**src/rtl/magic_length_frame_deframer_top_assert.svh**
```systemverilog
// ----------------------------------------------------------------------------
// Assertion macros for magic_length_frame_deframer_top
// Implication checks, sampled on clk, held off while rst_n is low.
// ----------------------------------------------------------------------------
`ifndef MAGIC_LENGTH_FRAME_DEFRAMER_TOP_ASSERT_SVH
`define MAGIC_LENGTH_FRAME_DEFRAMER_TOP_ASSERT_SVH

// same-cycle implication
`define MLFD_ASSERT_SAME(label, ante, cons) \
    label: assert property (@(posedge clk) disable iff (!rst_n) (ante) |-> (cons)) \
        else $error("mlfd assertion failed");

// next-cycle implication
`define MLFD_ASSERT_NEXT(label, ante, cons) \
    label: assert property (@(posedge clk) disable iff (!rst_n) (ante) |=> (cons)) \
        else $error("mlfd assertion failed");

`endif

```
**src/rtl/mlfd_pkg.sv**
```systemverilog
// ----------------------------------------------------------------------------
// mlfd_pkg
// Types and constants shared by the frame deframer modules.
// ----------------------------------------------------------------------------
package mlfd_pkg;

    localparam int HDR_BYTES = 8;
    localparam int HDR_IDX_W = 3;
    localparam int WORD_W    = 32;
    localparam int BYTE_W    = 8;
    localparam int CFG_IDX_W = 2;

    localparam logic [HDR_IDX_W-1:0] HDR_LAST_IDX = HDR_IDX_W'(HDR_BYTES - 1);

    localparam logic [WORD_W-1:0] MAGIC_WORD_RESET = 32'h4741_4D45;
    localparam logic [WORD_W-1:0] MAX_LENGTH_RESET = 32'h0010_0000;

    typedef enum logic [CFG_IDX_W-1:0] {
        REG_MAGIC_WORD = 2'd0,
        REG_MAX_LENGTH = 2'd1
    } cfg_reg_t;

    typedef enum logic {
        KIND_PAYLOAD    = 1'b0,
        KIND_BAD_LENGTH = 1'b1
    } kind_t;

    typedef struct packed {
        kind_t             kind;
        logic [BYTE_W-1:0] payload_byte;
        logic              last;
    } result_t;

    typedef struct packed {
        logic                 in_body;
        logic [HDR_IDX_W-1:0] window_count;
    } status_t;

endpackage

```
**src/rtl/mlfd_parser.sv**
```systemverilog
// ----------------------------------------------------------------------------
// mlfd_parser
// Header hunt window, magic and length check, and payload byte counter.
// ----------------------------------------------------------------------------
module mlfd_parser (
    input  logic                          clk,
    input  logic                          rst_n,
    input  logic                          accept,
    input  logic [mlfd_pkg::BYTE_W-1:0]   data_byte,
    input  logic [mlfd_pkg::WORD_W-1:0]   magic_word,
    input  logic [mlfd_pkg::WORD_W-1:0]   max_length,
    output logic                          res_valid,
    output mlfd_pkg::result_t             res,
    output mlfd_pkg::status_t             status
);

    logic [mlfd_pkg::BYTE_W-1:0]    window_reg  [mlfd_pkg::HDR_BYTES-1];
    logic [mlfd_pkg::BYTE_W-1:0]    window_next [mlfd_pkg::HDR_BYTES-1];
    logic [mlfd_pkg::BYTE_W-1:0]    hdr         [mlfd_pkg::HDR_BYTES];
    logic [mlfd_pkg::HDR_IDX_W-1:0] count_reg;
    logic [mlfd_pkg::HDR_IDX_W-1:0] count_next;
    logic                           in_body_reg;
    logic                           in_body_next;
    logic [mlfd_pkg::WORD_W-1:0]    bytes_left_reg;
    logic [mlfd_pkg::WORD_W-1:0]    bytes_left_next;
    logic [mlfd_pkg::WORD_W-1:0]    magic_rx;
    logic [mlfd_pkg::WORD_W-1:0]    length_rx;
    logic                           fin;
    logic                           bad_length;

    always_comb
    begin
        for (int i = 0; i < mlfd_pkg::HDR_BYTES - 1; i++)
        begin
            hdr[i] = window_reg[i];
        end
        hdr[mlfd_pkg::HDR_BYTES-1] = data_byte;
    end

    assign magic_rx   = {hdr[0], hdr[1], hdr[2], hdr[3]};
    assign length_rx  = {hdr[4], hdr[5], hdr[6], hdr[7]};
    assign fin        = (bytes_left_reg <= 32'd1);
    assign bad_length = (length_rx == '0) || (length_rx > max_length);

    always_comb
    begin
        window_next     = window_reg;
        count_next      = count_reg;
        in_body_next    = in_body_reg;
        bytes_left_next = bytes_left_reg;
        res_valid       = 1'b0;
        res.kind        = mlfd_pkg::KIND_PAYLOAD;
        res.payload_byte = '0;
        res.last        = 1'b0;
        if (accept)
        begin
            if (in_body_reg)
            begin
                res_valid        = 1'b1;
                res.payload_byte = data_byte;
                res.last         = fin;
                if (fin)
                begin
                    bytes_left_next = '0;
                    in_body_next    = 1'b0;
                    count_next      = '0;
                end
                else
                begin
                    bytes_left_next = bytes_left_reg - 32'd1;
                end
            end
            else if (count_reg != mlfd_pkg::HDR_LAST_IDX)
            begin
                window_next[count_reg] = data_byte;
                count_next             = count_reg + 1'b1;
            end
            else if (magic_rx != magic_word)
            begin
                // drop the oldest byte
                for (int i = 0; i < mlfd_pkg::HDR_BYTES - 1; i++)
                begin
                    window_next[i] = hdr[i+1];
                end
                count_next = mlfd_pkg::HDR_LAST_IDX;
            end
            else
            begin
                count_next = '0;
                if (bad_length)
                begin
                    res_valid = 1'b1;
                    res.kind  = mlfd_pkg::KIND_BAD_LENGTH;
                end
                else
                begin
                    bytes_left_next = length_rx;
                    in_body_next    = 1'b1;
                end
            end
        end
    end

    always_ff @(posedge clk or negedge rst_n)
    begin
        if (!rst_n)
        begin
            count_reg      <= '0;
            in_body_reg    <= 1'b0;
            bytes_left_reg <= '0;
        end
        else
        begin
            count_reg      <= count_next;
            in_body_reg    <= in_body_next;
            bytes_left_reg <= bytes_left_next;
        end
    end

    always_ff @(posedge clk)
    begin
        window_reg <= window_next;
    end

    assign status.in_body      = in_body_reg;
    assign status.window_count = count_reg;

endmodule

```
**src/rtl/mlfd_out_buf.sv**
```systemverilog
// ----------------------------------------------------------------------------
// mlfd_out_buf
// Result register with one skid entry between parser and output channel.
// ----------------------------------------------------------------------------
module mlfd_out_buf (
    input  logic              clk,
    input  logic              rst_n,
    input  logic              push,
    input  mlfd_pkg::result_t push_data,
    output logic              space,
    output logic              out_valid,
    input  logic              out_ready,
    output mlfd_pkg::result_t out_data
);

    logic              out_valid_reg;
    logic              out_valid_next;
    mlfd_pkg::result_t out_data_reg;
    mlfd_pkg::result_t out_data_next;
    logic              skid_valid_reg;
    logic              skid_valid_next;
    mlfd_pkg::result_t skid_data_reg;
    mlfd_pkg::result_t skid_data_next;
    logic              take;

    assign take = out_valid_reg && out_ready;

    always_comb
    begin
        out_valid_next  = out_valid_reg;
        out_data_next   = out_data_reg;
        skid_valid_next = skid_valid_reg;
        skid_data_next  = skid_data_reg;
        if (skid_valid_reg)
        begin
            if (take)
            begin
                out_data_next   = skid_data_reg;
                skid_valid_next = 1'b0;
            end
        end
        else if (push)
        begin
            if (!out_valid_reg || take)
            begin
                out_valid_next = 1'b1;
                out_data_next  = push_data;
            end
            else
            begin
                skid_valid_next = 1'b1;
                skid_data_next  = push_data;
            end
        end
        else if (take)
        begin
            out_valid_next = 1'b0;
        end
    end

    always_ff @(posedge clk or negedge rst_n)
    begin
        if (!rst_n)
        begin
            out_valid_reg  <= 1'b0;
            skid_valid_reg <= 1'b0;
        end
        else
        begin
            out_valid_reg  <= out_valid_next;
            skid_valid_reg <= skid_valid_next;
        end
    end

    always_ff @(posedge clk)
    begin
        out_data_reg  <= out_data_next;
        skid_data_reg <= skid_data_next;
    end

    assign space     = !skid_valid_reg;
    assign out_valid = out_valid_reg;
    assign out_data  = out_data_reg;

endmodule

```
**src/rtl/magic_length_frame_deframer_top.sv**
```systemverilog
// A result is shown from the result register; while that register is held, the result waits in the skid entry first.
// Throughput: one byte per cycle while in_ready is high (skid entry empty); the parser state updates in the same cycle.
// A one-entry skid behind the result register keeps input open while a result waits.
// Reset (rst_n low, asynchronous): hunting with an empty window, no result pending,
// magic_word back to "GAME" and max_length back to 1048576.
// ----------------------------------------------------------------------------
// magic_length_frame_deframer_top
// Byte stream deframer: magic-synced header hunt, length check, payload out.
// ----------------------------------------------------------------------------
`include "magic_length_frame_deframer_top_assert.svh"

module magic_length_frame_deframer_top (
    input  logic                               clk,
    input  logic                               rst_n,
    input  logic                               cfg_write_en,
    input  logic [mlfd_pkg::CFG_IDX_W-1:0]     cfg_index,
    input  logic [mlfd_pkg::WORD_W-1:0]        cfg_data,
    input  logic                               in_valid,
    output logic                               in_ready,
    input  logic [mlfd_pkg::BYTE_W-1:0]        data_byte,
    output logic                               out_valid,
    input  logic                               out_ready,
    output logic                               kind,
    output logic [mlfd_pkg::BYTE_W-1:0]        payload_byte,
    output logic                               last
);

    logic [mlfd_pkg::WORD_W-1:0] magic_word_reg;
    logic [mlfd_pkg::WORD_W-1:0] magic_word_next;
    logic [mlfd_pkg::WORD_W-1:0] max_length_reg;
    logic [mlfd_pkg::WORD_W-1:0] max_length_next;
    logic                        accept;
    logic                        res_valid;
    mlfd_pkg::result_t           res;
    mlfd_pkg::result_t           out_data;
    mlfd_pkg::status_t           status;

    always_comb
    begin
        magic_word_next = magic_word_reg;
        max_length_next = max_length_reg;
        if (cfg_write_en)
        begin
            case (mlfd_pkg::cfg_reg_t'(cfg_index))
                mlfd_pkg::REG_MAGIC_WORD: magic_word_next = cfg_data;
                mlfd_pkg::REG_MAX_LENGTH: max_length_next = cfg_data;
                default:                  ;
            endcase
        end
    end

    always_ff @(posedge clk or negedge rst_n)
    begin
        if (!rst_n)
        begin
            magic_word_reg <= mlfd_pkg::MAGIC_WORD_RESET;
            max_length_reg <= mlfd_pkg::MAX_LENGTH_RESET;
        end
        else
        begin
            magic_word_reg <= magic_word_next;
            max_length_reg <= max_length_next;
        end
    end

    assign accept = in_valid && in_ready;

    mlfd_parser u_parser (
        .clk        (clk),
        .rst_n      (rst_n),
        .accept     (accept),
        .data_byte  (data_byte),
        .magic_word (magic_word_reg),
        .max_length (max_length_reg),
        .res_valid  (res_valid),
        .res        (res),
        .status     (status)
    );

    mlfd_out_buf u_out_buf (
        .clk       (clk),
        .rst_n     (rst_n),
        .push      (res_valid),
        .push_data (res),
        .space     (in_ready),
        .out_valid (out_valid),
        .out_ready (out_ready),
        .out_data  (out_data)
    );

    assign kind         = logic'(out_data.kind);
    assign payload_byte = out_data.payload_byte;
    assign last         = out_data.last;

    `MLFD_ASSERT_SAME(a_bad_len_clean, out_valid && kind, (payload_byte == '0) && !last)
    `MLFD_ASSERT_SAME(a_stall_has_result, !in_ready, out_valid)
    `MLFD_ASSERT_SAME(a_body_empty_window, status.in_body, status.window_count == '0)
    `MLFD_ASSERT_NEXT(a_last_ends_body, accept && status.in_body && res.last, !status.in_body)

endmodule

```
**config.mk**
```make
export PLATFORM = sky130hd
export DESIGN_NAME = magic_length_frame_deframer_top
export DESIGN_NICKNAME = d
export VERILOG_FILES = /design/src/rtl/mlfd_pkg.sv /design/src/rtl/mlfd_parser.sv /design/src/rtl/mlfd_out_buf.sv /design/src/rtl/magic_length_frame_deframer_top.sv
export VERILOG_INCLUDE_DIRS = /design/src /design/src/rtl
export SDC_FILE = /design/constraint.sdc
export NUM_CORES = 1
export LEC_CHECK = 0
export ABC_AREA = 1
export BUFFER_PORTS_ARGS = -buffer_cell sky130_fd_sc_hd__clkbuf_2
export CORE_MARGIN = 5
export CORE_UTILIZATION = 40
export DETAILED_ROUTE_END_ITERATION = 8
export GPL_TIMING_DRIVEN = 0
export SLEW_MARGIN = 20
export SYNTH_ARGS = -nofsm -noshare
export SYNTH_HDL_FRONTEND = slang
export SYNTH_SLANG_ARGS = --single-unit
export TNS_END_PERCENT = 30
```
**constraint.sdc**
```tcl
create_clock -name clk -period 2.6 [get_ports clk]
set_input_delay 0.13 -clock clk [delete_from_list [all_inputs] [get_ports clk]]
set_output_delay 0.13 -clock clk [all_outputs]
set_load 0.05 [all_outputs]
```
* Yosys cells after proc, flatten, opt, wreduce, memory -nomap -nowiden
Cells that the tools add are included.
** Operators by class
- Add/sub/neg operators :: 2
- Bitwise logic cells :: 4
- Eq/ne operators :: 9
- Reductions and logical operators :: 21
- Mux-type cells :: 38
- Order comparisons :: 4
** Operator list (number)
- $mux W32 :: 5
- $mux W56 :: 2
- $bwmux W56 :: 1
- $mux W10 :: 5
- $gt A32 B32 Y1 :: 1
- $le A32 B1 Y1 const B :: 1
- $logic_not A32 Y1 :: 1
- $ne A32 B32 Y1 :: 1
- $sub A32 B1 Y32 const B :: 1
- $demux W8 S3 :: 1
- $mux W1 :: 18
- $mux W3 :: 4
- $reduce_and A3 Y1 :: 4
- $mux W9 :: 1
- $mux W8 :: 1
- $ne A2 B1 Y1 const B :: 4
- $reduce_bool A2 Y1 :: 4
- $reduce_and A2 Y1 :: 3
- $ge A4 B4 Y1 const B :: 1
- $lt A4 B1 Y1 const B :: 1
- $ne A2 B2 Y1 const B :: 2
- $not A3 Y4 :: 1
- $reduce_and A4 Y1 :: 1
- $add A3 B1 Y3 const B :: 1
- other kinds (7) :: 13
** Word-level totals
- Input bits :: 47
- Flip-flop bits (word level) :: 178
- Output and inout port bits :: 12
- Word-level logic and storage cells :: 98

* Logic depth before layout (Yosys ltp)
Gate-level depths: netlist of run 1.
- Depth after elaboration :: 10
- Depth in mapped cells :: 19
- Mapped depth without buffers :: 19

* Hierarchy
A second synthesis of run 1 with hierarchy kept.
** Second synthesis, totals
- Cells, all modules :: 1287
- Area total of the unflattened synthesis :: 10224.8 sq um
** By module, submodules not included
- mlfd_parser :: seq. area each 2582.5 sq um, area an instance 6767.7 sq um, times used 1, cells each 932
- magic_length_frame_deframer_top :: seq. area each 1619.1 sq um, area an instance 2613.8 sq um, times used 1, cells each 285
- mlfd_out_buf :: seq. area each 650.6 sq um, area an instance 843.3 sq um, times used 1, cells each 70

* Worst setup path before layout of run 1
No wires, ideal clock.
- Path type :: reg-to-reg
- Start point :: register u_parser.count_reg[1] in the netlist's numbering
- End point :: register u_parser.window_reg, in the netlist u_parser.hdr[24] (enable)
- Library setup time :: 375 ps
- Buffers on the path :: 3
- Data arrival time :: 1925 ps
- Stages on the path, launching flop included :: 8
- Setup slack :: 300 ps
- Data required time :: 2225 ps
- Cell sequence :: dfrtp_1 ha_1 ha_1 clkbuf_1 inv_1 clkbuf_1 buf_1 a21oi_1
** Between the ends
- Longest elaborated chain between the ends :: 3
** Ends and longest elaborated chain
- start: declaration :: line mlfd_parser.sv:20 : logic [mlfd_pkg::HDR_IDX_W-1:0] count_reg;
- start signal: assignment :: line mlfd_parser.sv:114 : count_reg <= count_next;
- $ne A3 B3 Y1 :: line mlfd_parser.sv:73 : else if (count_reg != mlfd_pkg::HDR_LAST_IDX)
- $reduce_bool A2 Y1 (no source line)
- $reduce_and A3 Y1 (no source line)
- end signal: assignment :: line mlfd_parser.sv:122 : window_reg <= window_next;
- end: declaration :: line mlfd_parser.sv:17 : logic [mlfd_pkg::BYTE_W-1:0] window_reg [mlfd_pkg::HDR_BYTES-1];
No other way between the ends.
A chain may end at the register's enable or synchronous reset.

* Worst setup path in the final report of run 1
- Start point :: register u_parser.window_reg, in the netlist u_parser.hdr[27]
- End point :: register u_out_buf.out_data_reg, in the netlist u_out_buf.out_data[9] (enable)
** Between the ends
- Longest elaborated chain between the ends :: 9
** Ends and longest elaborated chain
- $gt A32 B32 Y1 / $logic_not A32 Y1 (equally long branches) :: line mlfd_parser.sv:43 : assign bad_length = (length_rx == '0) || (length_rx > max_length);
- $logic_or A1 B1 Y1 * :: line mlfd_parser.sv:43
- $mux W1 * :: line mlfd_parser.sv:90 : if (bad_length)
- $mux W1 * :: line mlfd_parser.sv:78 : else if (magic_rx != magic_word)
- $mux W1 * :: line mlfd_parser.sv:73
- $mux W1 * :: line mlfd_parser.sv:57 : if (in_body_reg)
- $mux W1 * :: line mlfd_parser.sv:55 : if (accept)
- $reduce_bool A2 Y1 (no source line) *
- $reduce_and A3 Y1 (no source line) *
- end signal: assignment :: line mlfd_out_buf.sv:77 : out_data_reg <= out_data_next;
- end: declaration :: line mlfd_out_buf.sv:18 : mlfd_pkg::result_t out_data_reg;
Mark *: on every way between the ends. The rest lies on a longest branch, timed or not.

==> results of run 1 <==
==> report_power, final <==
group / switching [mW] / internal [mW] / leakage, nW / total [mW]
Clock: 1.21 / 1.42 / 0.298 / 2.64
Sequential: 0.489 / 3.55 / 1.96 / 4.04
Combinational: 1.83 / 1.02 / 3.10 / 2.85
==> worst max-delay path, cell delays in order (launching register included) <==
cell and delay (ps):
edfxtp_1 450, buf_4 180, nor4_1 600, nand4_1 150, or2_2 360, nand2_2 100, nand2_4 70, nand2_4 100
nand2_2 100, nand2_4 140
==> final cells by class <==
type                    instances  area, um2  area share, %
plain buffers                  39        194           1.66
repair buffers                102        747           6.40
clock inverters                14        159           1.36
inverters                     161        608           5.21
multi-input cells             796       4240           36.4
clock buffers                  18        450           3.86
well taps                     324        405           3.48
repair inverters                1       7.51         0.0644
flip-flops and latches        178       4850           41.6
==> cells by family (layout without fill, tap and decap cells) <==
logic type	Yosys count	in the layout
buffers and inverters	200	335
AOI/OAI and AO/OA	196	196
adders and majority gates	36	36
and+or+nand+nor	528	529
DFF	178	178
xor gates and xnor gates	35	35
==> synthesized netlist by cell type, types with 2 or more instances <==
| library cell | number | share of area [%] |
|---|---|---|
| nand2_1 | 314 | 12 |
| inv_1 | 160 | 6.2 |
| nor2_1 | 103 | 4.0 |
| o21ai_0 | 101 | 5.2 |
| dfrtp_1 | 88 | 23 |
| edfxtp_1 | 76 | 23 |
| o22ai_1 | 59 | 3.8 |
| nand3_1 | 49 | 2.5 |
| ha_1 | 36 | 4.6 |
| clkbuf_1 | 25 | 0.97 |
| a21oi_1 | 23 | 1.2 |
| nand4_1 | 20 | 1.3 |
| xor2_1 | 19 | 1.7 |
| xnor2_1 | 16 | 1.4 |
| dfstp_2 | 14 | 3.8 |
| nor4_1 | 9 | 0.58 |
| or2_2 | 7 | 0.45 |
| buf_2 | 5 | 0.26 |
| nor3_1 | 5 | 0.26 |
| nand3b_1 | 4 | 0.31 |
| buf_1 | 3 | 0.12 |
| buf_4 | 3 | 0.23 |
| buf_6 | 3 | 0.35 |
| nand2_2 | 3 | 0.19 |
| nor2_4 | 3 | 0.35 |
| o21ai_1 | 3 | 0.15 |
| a211oi_1 | 2 | 0.15 |
| a21o_1 | 2 | 0.15 |
| a31oi_1 | 2 | 0.13 |
| nor2_2 | 2 | 0.13 |
| nor3b_1 | 2 | 0.15 |
| o211ai_1 | 2 | 0.15 |
| or2_1 | 2 | 0.13 |
==> worst max-delay path by stage <==
| stage | endpoint | slack (ps) |
|---|---|---|
| after floorplan | u_parser.hdr[24]$_DFFE_PP_ | 300 |
| after CTS | u_parser.hdr[57]$_DFFE_PP_ | -90 |
| final | u_out_buf.out_data[9]$_DFFE_PP_ | 80 |
| after global placement | u_out_buf.out_data[7]$_DFFE_PP_ | -600 |
| after detailed placement | u_out_buf.out_data[7]$_DFFE_PP_ | -600 |
| after global routing | u_out_buf.out_data[3]$_DFFE_PP_ | -40 |
==> metal layers <==
metal	part of all wire, %	GRT usage (%)	wire [um]	up-vias
met5	0	0	0	-
met4	1.9	5.81	542	0
met3	6.2	4.50	1740	31
met2	45	31.3	12700	265
met1	47	29.6	13100	3959
li1	-	-	-	4126
==> what timing repair did <==
action | in CTS | in global routing
gates cloned | 1 | 1
hold buffers | 34 | 0
pin swaps | 0 | 6
resized for setup | 21 | 22
buffers inserted | 2 | 7
setup endpoints to repair | 109 | 133
endpoints found under the hold margin | 111 | 0
==> reports/qor.csv, run 1 <==
stage;metric;value;unit
outcome;outcome;finished, final reports clean;
cts;cts_max_level;4;
worst_hold_path;min_from;data_byte[3];
logic_synthesis;ys_seq_area_share;49.9;%
drt;wire_per_inst;17.2;um
critical_path;crit_required;2750;ps
placement;placed_area;10400;um2
power_and_ir_drop;p_per_area;817;nW/um2
logic_synthesis;synth_cell_types;41;
logic_synthesis;synth_xor_area_share;3.15;%
global_route;grt_pass1_vias;8200;
logic_synthesis;async_flop_share;57.3;%
floorplan;die_area;27500;um2
power_and_ir_drop;fin_total_pwr;9.53;mW
worst_hold_path;worstHoldPathType;input port to flip-flop;
critical_path;endpoint_kind;flip-flop;
placement;place_inst;1556;
sta;rsz0062_at_grt;true;
drt;drt-total-wl;28100;um
critical_path;arrival;2670;ps
cts;cts_tree;yes;
finish;drive_above_1_share;13.2;%
floorplan;io-pin-count;59;
logic_synthesis;synthesis.area;9720;um2
placement;hpwl;21100;um
cts;cts_sinks;178;
worst_hold_path;min_to;u_parser.hdr[11]$_DFFE_PP_;
sta;layout_setup_ws;76.6;ps
finish;fill_cells;2385;
logic_synthesis;synth_top_family_by_area;simple AND/OR/NAND/NOR gates;
floorplan;die_h;166;um
logic_synthesis;synth_ff_type;dfrtp_1;
global_route;antenna_found_initial;0;
drt;detail_route.iter0.violations;624;
placement;dp_slack;-596;ps
finish;diodes;0;
sta;finalHoldViolations;0;
placement;gp_congestion;0.950;
critical_path;reg2reg_depth;9;
critical_path;crit_start;u_parser.hdr[27]$_DFFE_PP_;
logic_synthesis;syn_area_per_cell;8.28;um2
cts;clk_pin_slew_worst_paths;70;ps
sta;slew_headroom;34.1;%
global_route;grt_overflow;0;
critical_path;crit_path_start_kind;flip-flop;
finish;utilization;48.4;%
floorplan;start_util;40.3;%
floorplan;placementRows;57;
sta;setup_viol;0;
sta;max_freq;396;MHz
sta;totalNegativeSetupSlack;0;ps
sta;skew;20.6;ps
finish;largest_reg_flops;56;
sta;drv_slew;0;
drt;via_per_inst;5.13;
critical_path;path_max_fanout;5;
critical_path;r2r_setup_slack;80;ps
drt;ant_nets;0;
finish;area.growth.synth_to_final;20.0;%
placement;portBuffers;58;
cts;cts-root-buf;clkbuf_16;
critical_path;crit_type;flip-flop to flip-flop;
drt;drc_errors;0;
drt;vias;8381;
finish;layout_commonest_cell;nand2_1;
power_and_ir_drop;ir_worst_vdd;0.413;mV
logic_synthesis;yosys.area_share.simple;23.0;%
finish;stdcell_count;1633;
cts;cts_made_buffers;17;
global_route;grt.total_usage;20.5;%
global_route;grt_max_degree;56;
logic_synthesis;synthAdderAreaFrac;4.64;%
finish;final_cell_mix;nand2_1 (305), inv_1 (159), o21ai_0 (101);
sta;tightestPinTransition;983;ps
logic_synthesis;synth_compound_area_share;11.1;%
cts;cts_buffer_depth;2;
floorplan;core_area;24100;um2
sta;fin_crit_sh;97.1;%
logic_synthesis;synth_mux_area_share;0;%
finish;fin_area;11700;um2
sta;holdWs;166;ps
logic_synthesis;synth_warnings;0;
logic_synthesis;synth_nets;1256;
finish;nets;1379;
critical_path;r2r-start;u_parser.hdr[27]$_DFFE_PP_;
flow_run;maxCapViolations;0;
worst_hold_path;hold_depth;3;
cts;insertion_delay;440;ps
global_route;grt_first_pass_wirelength;44900;um
sta;period_needed;2520;ps
drt;drt_first_pass_iters;5;
power_and_ir_drop;p_leak;5.36;nW
logic_synthesis;ys_ff_latch;178;
floorplan;die_w;166;um
logic_synthesis;synthCells;1173;
critical_path;r2r-end;u_out_buf.out_data[9]$_DFFE_PP_;
logic_synthesis;synth_edf_count;76;
(Power assumes the default switching activity.)
==> run 2: changes to the inputs <==
Settings changed: REMOVE_ABC_BUFFERS set to 1.
==> reports/qor.csv, run 2 (synthesis gave the netlist of run 1 again) <==
stage;metric;value;unit;change
placement;place_inst;1521;;was 1556
power_and_ir_drop;swShare;36.7;%;was 37.1%
finish;fill_cells;2320;;was 2385
placement;dp_slack;-1050;ps;was -596 ps
sta;rsz0062_at_grt;true;;unchanged
global_route;grt.total_usage;19.0;%;was 20.5%
critical_path;crit_family;simple AND/OR/NAND/NOR gates;;unchanged
placement;hpwl;19000;um;was 21100 um
sta;max_freq;398;MHz;was 396 MHz
sta;skew;11.6;ps;was 20.6 ps
flow_run;maxCapViolations;0;;unchanged
cts;cts_sinks;178;;unchanged
drt;drt_first_pass_iters;5;;unchanged
power_and_ir_drop;seqPwrFrac;43.2;%;was 42.4%
finish;stdcell_count;1595;;was 1633
global_route;grt_overflow;0;;unchanged
placement;gp_congestion;0.902;;was 0.950
critical_path;endpoint_kind;flip-flop;;unchanged
worst_hold_path;min_to;magic_word_reg[23]$_DFFE_PN0P_;;was u_parser.hdr[11]$_DFFE_PP_
floorplan;start_util;40.3;%;unchanged
sta;fin_crit_sh;96.7;%;was 97.1%
critical_path;critPathBufInv;0;;was 1
cts;cts-root-buf;clkbuf_16;;unchanged
global_route;antenna_found_initial;0;;unchanged
finish;largest_reg_flops;56;;unchanged
finish;area.growth.synth_to_final;19.0;%;was 20.0%
power_and_ir_drop;p_leak;5.27;nW;was 5.36 nW
critical_path;cp_cell_sequence;ha_2 > ha_4 > o21ai_0 > nor2_1 > nand3_2 > nor3_4 > nand3_2 > nand3_1 > nand2_1;;was buf_4 > nor4_1 > nand4_1 > or2_2 > nand2_2 > nand2_4 > nand2_4 > nand2_2 > nand2_4
sta;finalHoldViolations;0;;unchanged
floorplan;io-pin-count;59;;unchanged
worst_hold_path;worstHoldPathType;input port to flip-flop;;unchanged
cts;cts_buffer_depth;2;;unchanged
worst_hold_path;min_from;cfg_data[23];;was data_byte[3]
floorplan;die_h;166;um;unchanged
critical_path;path_max_fanout;17;;was 5
sta;layout_setup_ws;85.2;ps;was 76.6 ps
drt;ant_nets;0;;unchanged
cts;insertion_delay;440;ps;about the same
critical_path;crit_path_start_kind;flip-flop;;unchanged
sta;totalNegativeSetupSlack;0;ps;unchanged
placement;portBuffers;58;;unchanged
sta;period_needed;2510;ps;was 2520 ps
critical_path;crit_required;2920;ps;was 2750 ps
finish;layout_commonest_cell;nand2_1;;unchanged
drt;drt-total-wl;26700;um;was 28100 um
sta;setup_viol;0;;unchanged
global_route;grt_pass1_vias;7766;;was 8200
floorplan;die_area;27500;um2;unchanged
sta;slew_headroom;37.9;%;was 34.1%
critical_path;critical_path.slowest_cell;dfrtp_2;;was nor4_1
finish;final_cell_mix;nand2_1 (302), inv_1 (158), o21ai_0 (100);;was nand2_1 (305), inv_1 (159), o21ai_0 (101)
critical_path;reg2reg_depth;9;;unchanged
cts;cts_made_buffers;17;;unchanged
power_and_ir_drop;combinationalPowerShare;29.3;%;was 29.9%
drt;detail_route.iter0.violations;554;;was 624
cts;cts_max_level;4;;unchanged
global_route;grt_first_pass_wirelength;42000;um;was 44900 um
drt;vias;8139;;was 8381
cts;cts_tree;yes;;unchanged
drt;wire_per_inst;16.7;um;was 17.2 um
critical_path;r2r-end;u_parser.bytes_left_reg[19]$_DFFE_PN0P_;;was u_out_buf.out_data[9]$_DFFE_PP_
floorplan;core_area;24100;um2;unchanged
cts;clk_pin_slew_worst_paths;70;ps;about the same
worst_hold_path;hold_depth;3;;unchanged
critical_path;crit_path_frequent_cell;nand3_2;;was nand2_4
finish;drive_above_1_share;13.3;%;was 13.2%
critical_path;r2r_setup_slack;90;ps;was 80 ps
critical_path;arrival;2840;ps;was 2670 ps
power_and_ir_drop;internal_power;5.98;mW;was 6.00 mW
floorplan;placementRows;57;;unchanged
sta;drv_slew;0;;unchanged
power_and_ir_drop;p_per_area;817;nW/um2;about the same
global_route;grt_max_degree;64;;was 56
finish;nets;1341;;was 1379
floorplan;die_w;166;um;unchanged
power_and_ir_drop;clkPwrFrac;27.5;%;was 27.7%
finish;diodes;0;;unchanged
outcome;outcome;finished, final reports clean;;unchanged
sta;tightestPinTransition;927;ps;was 983 ps
drt;via_per_inst;5.10;;was 5.13
power_and_ir_drop;ir_worst_vdd;0.471;mV;was 0.413 mV
critical_path;crit_type;flip-flop to flip-flop;;unchanged
critical_path;r2r-start;u_parser.count_reg[0]$_DFFE_PN0P_;;was u_parser.hdr[27]$_DFFE_PP_
power_and_ir_drop;switching_power;3.46;mW;was 3.53 mW
critical_path;max_stage_delay;450;ps;was 600 ps
drt;drc_errors;0;;unchanged
## run 2: layout make-up
| class | instances | area (um2) | area share, % |
|---|---|---|---|
| clock buffer | 22 | 508 | 4.39 |
| clock inverter | 10 | 82.6 | 0.714 |
| inverter | 161 | 616 | 5.32 |
| multi-input combinational | 797 | 4320 | 37.3 |
| sequential | 178 | 4860 | 42.0 |
| tap | 324 | 405 | 3.51 |
| timing repair buffer | 102 | 772 | 6.68 |
| timing repair inverter | 1 | 7.51 | 0.0649 |
## run 2: what timing repair did
| action | CTS | global route |
|---|---|---|
| resized for setup | 38 | 16 |
| cloned | 0 | 3 |
| hold buffers | 33 | 0 |
| buffers inserted | 0 | 6 |
| setup endpoints to repair | 163 | 87 |
| pin swaps | 4 | 8 |
| endpoints found under the hold margin | 107 | 0 |
## run 2: worst max path at each step
stage | startpoint | to | slack (ps) | depth (start not counted)
final | u_parser.count_reg[0]$_DFFE_PN0P_ | u_parser.bytes_left_reg[19]$_DFFE_PN0P_ | 90 | 9
after global routing | u_parser.hdr[31]$_DFFE_PP_ | u_out_buf.out_data[1]$_DFFE_PP_ | -30 | 15
after CTS | u_parser.hdr[30]$_DFFE_PP_ | u_parser.bytes_left_reg[31]$_DFFE_PN0P_ | -30 | 14
after global placement | u_parser.count_reg[0]$_DFFE_PN0P_ | u_parser.hdr[60]$_DFFE_PP_ | -1500 | 9
after floorplan | u_parser.count_reg[0]$_DFFE_PN0P_ | u_parser.hdr[24]$_DFFE_PP_ | -490 | 9
after detailed placement | u_parser.count_reg[0]$_DFFE_PN0P_ | u_parser.hdr[60]$_DFFE_PP_ | -1050 | 9
## run 2: stage by stage
step           total power [mW]  util (%)  area [um2]  hold slack [ps]
5_1_grt                    10.0      48.0       11600             47.7
3_5_place_dp               6.71      42.9       10300             75.7
4_1_cts                    9.42      47.4       11400             16.1
3_3_place_gp               6.63      42.4       10200              359
6_report                   9.44      48.0       11600             27.3
2_1_floorplan              5.92         -        9530             -166
## run 2: metal layers
metal / up-vias / wire length (um) / GRT usage, %
li1: 4036 / - / -
met4: 0 / 531 / 5.88
met3: 38 / 1140 / 2.57
met5: - / 0 / 0
met1: 3861 / 11800 / 25.8
met2: 204 / 13200 / 31.8
## run 2: power groups by stage
stage	logic (mW)	registers [mW]	clock network (mW)
CTS	2.72	4.08	2.63
global route	3.12	4.15	2.75
global placement	2.52	4.10	0
detailed placement	2.59	4.12	0
finish	2.77	4.08	2.59
floorplan	1.87	4.04	0
## run 2: tightest hold or removal path: stages
cell and delay (ps):
clkbuf_2 80, inv_1 110, o21ai_0 100
==> run 3: changes to the inputs <==
Settings changed: CTS_BUF_LIST set to sky130_fd_sc_hd__clkbuf_2 sky130_fd_sc_hd__clkbuf_4 sky130_fd_sc_hd__clkbuf_8.
==> reports/qor.csv, run 3 (synthesis gave the netlist of run 1 again) <==
stage;metric;value;unit;change
outcome;outcome;finished, final reports clean;;unchanged
sta;slew_headroom;35.6;%;was 37.9%
critical_path;crit_path_start_kind;flip-flop;;unchanged
sta;skew;16.6;ps;was 11.6 ps
drt;wl_met1;12000;um;was 11800 um
power_and_ir_drop;swShare;37.7;%;was 36.7%
sta;finalHoldViolations;0;;unchanged
cts;cts_buffer_depth;2;;unchanged
power_and_ir_drop;p_leak;5.20;nW;was 5.27 nW
power_and_ir_drop;ir_worst_vdd;0.352;mV;was 0.471 mV
drt;detail_route.iter0.violations;608;;was 554
finish;multi_input_area;4310;um2;was 4320 um2
floorplan;die_w;166;um;unchanged
drt;drc_errors;0;;unchanged
placement;gp_congestion;0.902;;unchanged
global_route;grt_pass1_vias;7783;;was 7766
flow_run;maxCapViolations;0;;unchanged
finish;layout_commonest_cell;nand2_1;;unchanged
drt;drt-total-wl;26600;um;was 26700 um
critical_path;crit_type;flip-flop to flip-flop;;unchanged
drt;wl_met3;1010;um;was 1140 um
finish;register_area;4860;um2;unchanged
finish;fill_cells;2358;;was 2320
floorplan;io-pin-count;59;;unchanged
power_and_ir_drop;switching_power;3.35;mW;was 3.46 mW
critical_path;crit_start;u_parser.hdr[28]$_DFFE_PP_;;was u_parser.count_reg[0]$_DFFE_PN0P_
drt;wire_per_inst;16.7;um;about the same
power_and_ir_drop;internal_power;5.55;mW;was 5.98 mW
power_and_ir_drop;p_per_area;780;nW/um2;was 817 nW/um2
critical_path;endpoint_kind;flip-flop;;unchanged
finish;nets;1341;;unchanged
sta;max_freq;385;MHz;was 398 MHz
drt;wl_met2;13100;um;was 13200 um
power_and_ir_drop;seqPwrFrac;45.8;%;was 43.2%
global_route;grt_overflow;0;;unchanged
cts;insertion_delay;460;ps;was 440 ps
power_and_ir_drop;combinationalPowerShare;31.0;%;was 29.3%
sta;setup_viol;0;;unchanged
sta;period_needed;2600;ps;was 2510 ps
sta;tightestPinTransition;961;ps;was 927 ps
drt;ant_nets;0;;unchanged
drt;vias;8145;;was 8139
global_route;antenna_found_initial;0;;unchanged
critical_path;r2r-start;u_parser.hdr[28]$_DFFE_PP_;;was u_parser.count_reg[0]$_DFFE_PN0P_
critical_path;crit_required;2800;ps;was 2920 ps
drt;via_per_inst;5.11;;was 5.10
floorplan;die_h;166;um;unchanged
placement;portBuffers;58;;unchanged
floorplan;die_area;27500;um2;unchanged
finish;final_cell_mix;nand2_1 (304), inv_1 (158), o21ai_0 (101);;was nand2_1 (302), inv_1 (158), o21ai_0 (100)
global_route;grt_max_degree;64;;unchanged
global_route;grt_first_pass_wirelength;41900;um;was 42000 um
sta;fin_crit_sh;99.9;%;was 96.7%
finish;drive_above_1_share;13.2;%;was 13.3%
cts;cts-root-buf;clkbuf_8;;was clkbuf_16
cts;cts_tree;yes;;unchanged
power_and_ir_drop;clkPwrFrac;23.2;%;was 27.5%
finish;largest_reg_flops;56;;unchanged
placement;placed_area;10300;um2;unchanged
drt;drt_first_pass_iters;4;;was 5
worst_hold_path;worstHoldPathType;input port to async pin;;was input port to flip-flop
power_and_ir_drop;fin_total_pwr;8.90;mW;was 9.44 mW
drt;topRoutingLayerUsed;met4;;unchanged
floorplan;placementRows;57;;unchanged
finish;fin_area;11400;um2;was 11600 um2
sta;drv_slew;0;;unchanged
critical_path;reg2reg_depth;15;;was 9
floorplan;start_util;40.3;%;unchanged
cts;cts_sinks;178;;unchanged
sta;rsz0062_at_grt;true;;unchanged
finish;diodes;0;;unchanged
global_route;grt.total_usage;18.9;%;was 19.0%
critical_path;path_max_fanout;5;;was 17
floorplan;core_area;24100;um2;unchanged
finish;area.growth.synth_to_final;17.5;%;was 19.0%
cts;clk_pin_slew_worst_paths;100;ps;was 70 ps
cts;cts_made_buffers;17;;unchanged
cts;cts_max_level;4;;unchanged
placement;hpwl;19000;um;unchanged
critical_path;arrival;2800;ps;was 2840 ps
==> run 3: through the flow <==
stage	setup slack, ps	util [%]	cells	TNS (ps)	hold WS [ps]
6_report	2.99	47.4	1595	0	133
3_3_place_gp	-1500	42.4	1516	-192470	359
2_1_floorplan	-489	-	1134	-27350	-166
3_5_place_dp	-1050	42.9	1521	-106550	75.7
4_1_cts	-39.4	46.8	1587	-826	107
5_1_grt	-167	47.4	1595	-3530	121
==> run 3: final cells by class <==
cell class	instances	area share, %
timing repair buffer	102	7.00
inverter	161	5.39
timing repair inverter	1	0.0658
tap	324	3.55
clock inverter	13	1.51
clock buffer	19	2.18
multi-input combinational	797	37.8
sequential	178	42.5
==> run 3: routing by layer <==
layer / GRT usage, % / vias up
met2: 31.7 / 178
met4: 5.09 / 0
met5: 0 / -
met1: 25.7 / 3902
met3: 3.00 / 37
li1: - / 4028
==> run 3: worst max-delay path: stages, from the launching register on <==
cell and delay (ps):
edfxtp_1 490, ha_1 320, nand2_1 80, nor2_2 50, nand2_2 90, nor2_1 60
nand2_1 60, o21ai_0 70, nor2_1 260, nand2_1 150, nand2_4 130, nand2_1 70
nand2_2 110, nand2_2 70, nand2_2 150, clkinvlp_4 180
==> run 3: power by group through the flow <==
stage / clock, mW / combinational, mW / sequential (mW)
global placement: 0 / 2.52 / 4.10
floorplan: 0 / 1.87 / 4.04
CTS: 2.11 / 2.72 / 4.07
global route: 2.23 / 3.11 / 4.14
detailed placement: 0 / 2.59 / 4.12
finish: 2.06 / 2.76 / 4.08
==> run 3: worst paths after layout <==
check                                                       end  slack [ps]
max in group asynchronous     u_parser.count_reg[1]$_DFFE_PN0P_        1780
setup / recovery           u_out_buf.skid_data_reg[7]$_DFFE_PP_           3
min in group clk           u_out_buf.skid_data_reg[4]$_DFFE_PP_         140
hold reg to reg                  max_length_reg[25]$_DFFE_PN0P_         500
setup reg to reg           u_out_buf.skid_data_reg[7]$_DFFE_PP_           3
hold / removal                   max_length_reg[28]$_DFFE_PN0P_         130
==> run 3: what timing repair did <==
action,4_1_cts,5_1_grt
cloned,0,3
pin swaps,4,4
hold buffers,34,0
endpoints found under the hold margin,163,0
buffers inserted,0,5
setup endpoints to repair,163,90
gates resized for setup,38,11
